<file path="config.mk">
export PLATFORM = sky130hd
export DESIGN_NAME = signed_int_to_decimal_ascii_top
export DESIGN_NICKNAME = d
export VERILOG_FILES = /design/src/rtl/sitoa_pkg.sv /design/src/rtl/signed_int_to_decimal_ascii_top.sv
export SDC_FILE = /design/constraint.sdc
export NUM_CORES = 1
export LEC_CHECK = 0
export BUFFER_PORTS_ARGS = -buffer_cell sky130_fd_sc_hd__buf_2
export CORE_ASPECT_RATIO = 2
export CORE_MARGIN = 10
export CORE_UTILIZATION = 50
export DETAILED_ROUTE_END_ITERATION = 10
export GPL_TIMING_DRIVEN = 0
export PLACE_DENSITY_LB_ADDON = 0.1
export SYNTH_ARGS = -nofsm -noshare
export SYNTH_HDL_FRONTEND = slang
export SYNTH_SLANG_ARGS = --single-unit
</file>
<file path="constraint.sdc">
create_clock -name clk_i -period 4.5 [get_ports clk_i]
set_input_delay 0.45 -clock clk_i [delete_from_list [all_inputs] [get_ports clk_i]]
set_output_delay 0.45 -clock clk_i [all_outputs]
set_load 0.02 [all_outputs]
</file>
<file path="src/rtl/sitoa_pkg.sv">
// Package for the signed integer to decimal ASCII converter.
// Holds the default operand width and the ASCII codes; no dependencies.

package sitoa_pkg;

  // Default width of the signed operand.
  localparam int unsigned DefaultValueBits = 32;

  // Width of one packed decimal digit.
  localparam int unsigned DigitBits = 4;

  // Width of an emitted character code.
  localparam int unsigned CharBits = 6;

  // ASCII codes, truncated to the character width.
  localparam logic [CharBits-1:0] CharZero  = 6'h30;
  localparam logic [CharBits-1:0] CharMinus = 6'h2D;

endpackage

</file>
<file path="src/rtl/signed_int_to_decimal_ascii_top.sv">
// Top level of the signed integer to decimal ASCII converter.
// Depends on sitoa_pkg for the digit width and the character codes.

// Converts one two's complement integer per transaction into its decimal text,
// sent one character per output transaction, most significant first, with a
// leading minus sign for negative values, no leading zeros, and last_char_o set
// on the final character. An item is accepted in the idle state, then put through
// shift-and-add-3 binary to BCD conversion of all VALUE_BITS bits in one shared
// digit adjuster; the sign is then sent when negative, and the digit positions
// (NumDigits = VALUE_BITS*78/256 + 1, so 10 at 32 bits) are visited in turn,
// while leading zeros are skipped and digits are sent as the output frees.
// The input is not ready until the last character has been loaded into the
// output register; that character may wait there while the next item is
// accepted.

module signed_int_to_decimal_ascii_top
  import sitoa_pkg::*;
#(
  parameter int unsigned VALUE_BITS = DefaultValueBits
) (
  input  logic                         clk_i,
  input  logic                         rst_ni,
  input  logic                         in_valid_i,
  output logic                         in_ready_o,
  input  logic signed [VALUE_BITS-1:0] value_i,
  output logic                         out_valid_o,
  input  logic                         out_ready_i,
  output logic [CharBits-1:0]          character_o,
  output logic                         last_char_o
);

  // Enough decimal digits for any magnitude of VALUE_BITS bits.
  localparam int unsigned NumDigits = (VALUE_BITS * 78) / 256 + 1;
  localparam int unsigned BcdBits   = NumDigits * DigitBits;
  localparam int unsigned CntBits   = $clog2(VALUE_BITS);
  localparam int unsigned DigCntBits = $clog2(NumDigits);

  localparam logic [CntBits-1:0]    BitCntInit = CntBits'(VALUE_BITS - 1);
  localparam logic [DigCntBits-1:0] DigCntInit = DigCntBits'(NumDigits - 1);

  // Sequencer state codes.
  localparam logic [1:0] StIdle = 2'd0;
  localparam logic [1:0] StConv = 2'd1;
  localparam logic [1:0] StSign = 2'd2;
  localparam logic [1:0] StEmit = 2'd3;

  logic [1:0]            state_q, state_d;
  logic [VALUE_BITS-1:0] bin_q, bin_d;
  logic [BcdBits-1:0]    bcd_q, bcd_d;
  logic                  neg_q, neg_d;
  logic                  started_q, started_d;
  logic [CntBits-1:0]    bit_cnt_q, bit_cnt_d;
  logic [DigCntBits-1:0] dig_cnt_q, dig_cnt_d;
  logic                  out_valid_q, out_valid_d;
  logic [CharBits-1:0]   char_q, char_d;
  logic                  last_q, last_d;

  logic [VALUE_BITS-1:0] raw;
  logic [VALUE_BITS-1:0] mag;
  logic [BcdBits-1:0]    bcd_adj;
  logic [DigitBits-1:0]  top_digit;
  logic                  out_free;

  // Magnitude of the input; the most negative value maps onto itself,
  // which read as unsigned is exactly its magnitude.
  assign raw = value_i;
  assign mag = raw[VALUE_BITS-1] ? (~raw + 1'b1) : raw;

  // Shared digit adjuster: add 3 to every BCD digit of 5 or more.
  always_comb begin
    for (int d = 0; d < NumDigits; d++) begin
      if (bcd_q[d*DigitBits +: DigitBits] >= DigitBits'(5)) begin
        bcd_adj[d*DigitBits +: DigitBits] = bcd_q[d*DigitBits +: DigitBits] + DigitBits'(3);
      end else begin
        bcd_adj[d*DigitBits +: DigitBits] = bcd_q[d*DigitBits +: DigitBits];
      end
    end
  end

  assign top_digit  = bcd_q[BcdBits-1 -: DigitBits];
  assign out_free   = !out_valid_q || out_ready_i;
  assign in_ready_o = (state_q == StIdle);

  // Sequencer and output register loading.
  always_comb begin
    state_d     = state_q;
    bin_d       = bin_q;
    bcd_d       = bcd_q;
    neg_d       = neg_q;
    started_d   = started_q;
    bit_cnt_d   = bit_cnt_q;
    dig_cnt_d   = dig_cnt_q;
    out_valid_d = out_valid_q && !out_ready_i;
    char_d      = char_q;
    last_d      = last_q;

    unique case (state_q)
      StIdle: begin
        if (in_valid_i) begin
          bin_d     = mag;
          bcd_d     = '0;
          neg_d     = raw[VALUE_BITS-1];
          bit_cnt_d = BitCntInit;
          state_d   = StConv;
        end
      end
      StConv: begin
        bcd_d = {bcd_adj[BcdBits-2:0], bin_q[VALUE_BITS-1]};
        bin_d = bin_q << 1;
        bit_cnt_d = bit_cnt_q - 1'b1;
        if (bit_cnt_q == '0) begin
          started_d = 1'b0;
          dig_cnt_d = DigCntInit;
          state_d   = neg_q ? StSign : StEmit;
        end
      end
      StSign: begin
        if (out_free) begin
          out_valid_d = 1'b1;
          char_d      = CharMinus;
          last_d      = 1'b0;
          state_d     = StEmit;
        end
      end
      StEmit: begin
        if (out_free) begin
          bcd_d     = bcd_q << DigitBits;
          dig_cnt_d = dig_cnt_q - 1'b1;
          // A leading zero is dropped unless it is the only digit left.
          if (top_digit != '0 || started_q || dig_cnt_q == '0) begin
            out_valid_d = 1'b1;
            char_d      = CharZero + CharBits'(top_digit);
            last_d      = (dig_cnt_q == '0);
            started_d   = 1'b1;
            if (dig_cnt_q == '0) begin
              state_d = StIdle;
            end
          end
        end
      end
      default: begin
        state_d = StIdle;
      end
    endcase
  end

  // Control registers.
  always_ff @(posedge clk_i or negedge rst_ni) begin
    if (!rst_ni) begin
      state_q     <= StIdle;
      out_valid_q <= 1'b0;
      started_q   <= 1'b0;
      bit_cnt_q   <= '0;
      dig_cnt_q   <= '0;
    end else begin
      state_q     <= state_d;
      out_valid_q <= out_valid_d;
      started_q   <= started_d;
      bit_cnt_q   <= bit_cnt_d;
      dig_cnt_q   <= dig_cnt_d;
    end
  end

  // Datapath registers.
  always_ff @(posedge clk_i) begin
    bin_q  <= bin_d;
    bcd_q  <= bcd_d;
    neg_q  <= neg_d;
    char_q <= char_d;
    last_q <= last_d;
  end

  assign out_valid_o = out_valid_q;
  assign character_o = char_q;
  assign last_char_o = last_q;

endmodule

</file>
## After elaboration in Yosys (flattened, before gate mapping)

Index checks and enable logic that the tools add are counted.

- Add/sub/neg operators: 14
- Multipliers: 0
- Div/mod/pow operators: 0
- $lt $le $gt $ge: 10
- Equality and inequality tests: 9
- Shifts and indexed selects: 0
- Muxes and demuxes: 45
- Bitwise logic cells: 1
- Reductions and logical operators: 21

Operators with widths:

| cell | count |
|---|---|
| 40-bit case mux with 3 select lines | 1 |
| 40-bit 2-to-1 mux | 2 |
| 32-bit 2-to-1 mux | 2 |
| 32-bit case mux with 2 select lines | 1 |
| 4-bit 2-to-1 mux | 11 |
| 4-bit by 3-bit greater-or-equal comparator with 1-bit output, second input constant | 10 |
| 4-bit by 2-bit adder with 4-bit output, second input constant | 9 |
| 32-bit by 1-bit adder with 32-bit output, second input constant | 1 |
| 32-bit NOT | 1 |
| 6-bit 2-to-1 mux | 3 |
| 2-bit 2-to-1 mux | 6 |
| 2-bit inequality test, second input constant | 6 |
| 6-bit case mux with 2 select lines | 1 |
| 1-bit 2-to-1 mux | 10 |
| 5-bit case mux with 2 select lines | 1 |
| 2-bit case mux with 4 select lines | 1 |
| 4-bit case mux with 2 select lines | 1 |
| 4-bit AND reduction | 2 |
| 5-bit by 5-bit adder with 6-bit output, first input constant | 1 |
| 1-bit case mux with 2 select lines | 3 |
| 3-bit AND reduction | 2 |
| 6-bit AND reduction | 1 |
| 2-bit nonzero test | 3 |
| 5-bit logical NOT | 1 |
| other kinds (15) | 20 |

- Bits in registers: 93
- Bits in latches: 0
- RAM bits: 0
- Bits in read-only memories: 0
- Input port bits: 36
- Output and inout port bits: 9
- Logic and storage cells: 110
- Memories kept: 0

## Longest topological paths before layout

- Depth after elaboration: 6
- Mapped depth: 8
- Gate-level depth less buffers: 6

## Worst setup path after synthesis

No wires, ideal clock.

- Path kind: register to register
- From: reg state_q[0]
- To: reg bcd_q[0], enable pin
- Setup time: 0.451 ns
- Arrival: 3.016 ns
- Data required time: 4.049 ns
- Slack: 1.034 ns
- Cell stages (with the launch flop): 6
- Path buffers: 0
- Clock period less this slack: 3.466 ns
- Cells stage by stage: dfrtp_1 > inv_1 > ha_1 > nand2b_1 > nand2b_1 > a21oi_1

- Longest elaborated chain between the ends: 3
- Elaborated cells on any way between the ends: 7
- Those cells by class: 4 x eq/ne; 3 x reduce/logical

Ends and longest elaborated chain:

| what | RTL line | text |
|---|---|---|
| from (decl) | signed_int_to_decimal_ascii_top.sv:47 | `logic [1:0] state_q, state_d;` |
| from (signal assigned) | signed_int_to_decimal_ascii_top.sv:150 | `state_q <= StIdle;` |
| from (signal assigned) | signed_int_to_decimal_ascii_top.sv:156 | `state_q <= state_d;` |
| 2-bit logical NOT * | - |  |
| named net in_ready_o | signed_int_to_decimal_ascii_top.sv:24 | `output logic in_ready_o,` |
| 2-bit inequality test (no source line) or 3-bit nonzero test (tied branches) | - |  |
| 3-bit AND reduction (no source line) * | - |  |
| to (signal assigned) | signed_int_to_decimal_ascii_top.sv:167 | `bcd_q <= bcd_d;` |
| to (decl) | signed_int_to_decimal_ascii_top.sv:49 | `logic [BcdBits-1:0] bcd_q, bcd_d;` |

The timed path passes the listed nets; every way through them passes the cells marked *.
A chain may end at the register's enable or synchronous reset.

## Worst setup path after layout

- From: reg state_q[1]
- To: reg bcd_q[8] (data pin)

- Longest elaborated chain between the ends: 2
- Elaborated cells on any way between the ends: 4
- Those cells by class: 2 x eq/ne; 1 x mux; 1 x reduce/logical

Ends and longest elaborated chain:

| what | RTL line | text |
|---|---|---|
| 2-bit equality test (tied with other cells) | signed_int_to_decimal_ascii_top.sv:97 | `unique case (state_q)` |
| 40-bit case mux with 3 select lines * | signed_int_to_decimal_ascii_top.sv:97 |  |
| named net bcd_d[8] | signed_int_to_decimal_ascii_top.sv:49 |  |

Marks and branches as above.

==> impl_metrics.ini <==
[outcome]
status = finished, final reports clean

[sta]
post-route-min-period_ps = 3100
relSlewSlack_pct = 38.9
max_freq_ghz = 0.323
fin_crit_sh_pct = 68.8
slew_violations = 0
hold_viol = 0
tns_ps = 0
rsz0062_at_grt = no
setup_viol = 0
clock_skew_ps = 7.58
tightest_slew_ps = 909

[floorplanning]
fp.dieH_um = 173
dieArea_um2 = 16700
row_count = 55
pin_count = 45
start_util_pct = 51.3
core-area_um2 = 11400
die_w_um = 96.6

[cts]
insertion_delay_ps = 340
cts_sinks = 92
cts_buffer_depth = 2
path_clk_slew_ps = 70
post-cts-setup-buffers = 0
cts.repair.resized = 0
cts_tree = built
htree_levels = 3
cts_root_buf = clkbuf_16
holdBufCountCts = 1
cts-buffers-inserted = 9

[synth]
synthTopCellsByArea = edfxtp_1, ha_1, dfrtp_1
synth_edf_count = 79
yosysUniqueCellTypes = 67
synthCells = 590
synth_top_area_cell = edfxtp_1
syn_nets = 655
yosysTopAreaCellShare_pct = 40.5
avgSynthCellArea_um2 = 9.93
ys.warnings.count = 0
yosysSeqAreaShare_pct = 46.0
ys_ff_latch = 92
synth.cell_area_um2 = 5860
async_reset_ff_share_pct = 14.1
ys.flop_type = edfxtp_1

[worst_setup_path]
r2r_start = state_q[1]
crit_type = flop to flop
cp.depth = 7
critPathCaptureType = flop
arrival_ps = 3150
reg2reg_to = bcd_q[8]
crit_path_max_fanout = 10
slowest_stage = clkbuf_1
cp_slowest_stage_delay_ps = 700
worst_path_dominant_cell_family = buffers and inverters
rr_worst_depth = 7
required_ps = 4560
rrSetupSlack_ps = 1400
worstPathCellList = inv_1 > ha_1 > inv_1 > clkbuf_1 > clkbuf_1 > buf_1 > o22ai_1
crit_path_start_kind = flop
path_buf_inv = 5

[final_layout]
final_util_pct = 57.5
finalNonFillerCells = 792
final_area_um2 = 6570
drive_gt1_share_pct = 11.8
multi_input_area_um2 = 2900
final.fill_count = 1066
area_growth_pct = 12.1
nNetsFinal = 710
seq_area_um2 = 2700
antenna_cells = 0

[drt]
dr.max_layer_used = met4
wl_met3_um = 598
met2WireLength_um = 8890
wirelength_um = 15800
vias = 4854
via_per_inst = 6.13
drt_iter0_drc = 302
routedWlPerCell_um = 20.0
final_antenna_net_count = 0
route.detailed.drc = 0
wl_met1_um = 5720
first_pass_iters = 7

[place]
place.gp.congestion = 0.962
hpwlAfterDp_um = 11900
postPlaceCellArea_um2 = 6280
place_inst = 775
port_buffers = 42

[worst_hold_path]
hold_class = input pin to flop
holdPathEnd = neg_q
worst_hold_path.num_cells = 1
min_from = value_i[31]

[grt]
grt_pass1_wl_um = 25600
grt.total_usage_pct = 19.4
antenna_found_initial = 0
overflow = 0
grt_max_degree = 39
grt_pass1_vias = 5107

[pwr]
powerDensity_nw_per_um2 = 732
p_leak_nw = 2.47
vdd_drop_max_mv = 0.362
total_power_w = 0.00481

[job]
cap_viol_max_count = 0
==> final cells by class <==
cell class	instances	area share (%)
clock buffers	11	3.70
multi-input cells	429	44.2
repair buffers	44	3.66
clock inverters	5	0.552
well taps	142	2.70
inverters	37	2.11
plain buffers	32	2.06
flip-flops and latches	92	41.1
==> state kept, by name (all words and copies together), names as in the netlist <==
register and flops:
state_q 2, bit_cnt_q 5, dig_cnt_q 4, bin_q 32, neg_q 1, last_char_o 1, character_o 5, started_q 1
bcd_q 40, out_valid_o 1
==> worst reg2reg max path, delay by kind of cell (launching register included) <==
family                   cells  cell delay (ps)
adder cells (fa/ha/maj)      1              310
buffers and inverters        5             1910
flip-flops                   1              410
AO/OA/AOI/OAI                1              170
==> routing by layer <==
metal	up-vias	global-route usage, %
li1	2338	-
met1	2357	19.7
met2	126	35.7
met3	33	2.82
met4	0	10.1
met5	-	0
==> cells by family (layout without fill, tap and decap cells) <==
family / Yosys count / count (layout) / synth area share, %
AO/OA/AOI/OAI: 160 / 160 / 18.1
XOR/XNOR: 26 / 26 / 3.89
adder cells (fa/ha/maj): 29 / 29 / 6.19
buffers and inverters: 69 / 129 / 4.68
flip-flops: 92 / 92 / 46.0
multiplexers: 16 / 16 / 2.84
other: 1 / 1 / 0.0640
AND/OR/NAND/NOR: 197 / 197 / 18.2
==> Yosys cell counts, types with 6 or more instances <==
master and count:
a22o_1 10, inv_1 37, nand3_1 14, nand4_1 8
o31ai_1 8, buf_1 6, nor2_1 37, nand2b_1 19
nor3b_1 9, dfrtp_1 13, xor2_1 11, mux2i_1 11
xnor2_1 15, edfxtp_1 79, a21oi_1 34, a31oi_1 7
and3_1 6, or4_1 10, clkbuf_1 21, o22ai_1 16
or3_1 10, ha_1 29, nand2_1 34, a22oi_1 6
o21ai_0 33, nor3_1 23
==> power by group <==
group / leakage (nW) / switching, W / internal [W]
combinational: 1.41 / 0.00141 / 0.000829
clock: 0.128 / 0.000335 / 0.000391
sequential: 0.931 / 0.000273 / 0.00157
==> worst max path at each step <==
stage / end / slack, ps / from
6_report: bcd_q[8] / 1400 / state_q[1]
2_1_floorplan: bcd_q[0] / 1030 / state_q[0]
3_5_place_dp: bcd_q[8] / 1420 / state_q[1]
3_3_place_gp: bcd_q[9] / -190 / state_q[0]
4_1_cts: bcd_q[8] / 1410 / state_q[1]
5_1_grt: bcd_q[8] / 1290 / state_q[1]
==> cell usage in the layout (no fill, tap or decap), types with 15 or more instances in the layout <==
cell,n
a21oi_1,33
buf_2,43
clkbuf_1,22
edfxtp_1,79
ha_1,29
inv_1,37
nand2_1,34
nand2b_1,19
nor2_1,37
nor3_1,23
o21ai_0,33
o22ai_1,16
xnor2_1,15
==> through the flow <==
stage / hold slack (ps) / setup WS [ps]
floorplan: 154 / 1030
global placement: 357 / -186
detailed placement: 360 / 1420
global route: 301 / 1290
finish: 304 / 1400
CTS: 304 / 1410
No activity file was read; power rests on OpenSTA's default activity.
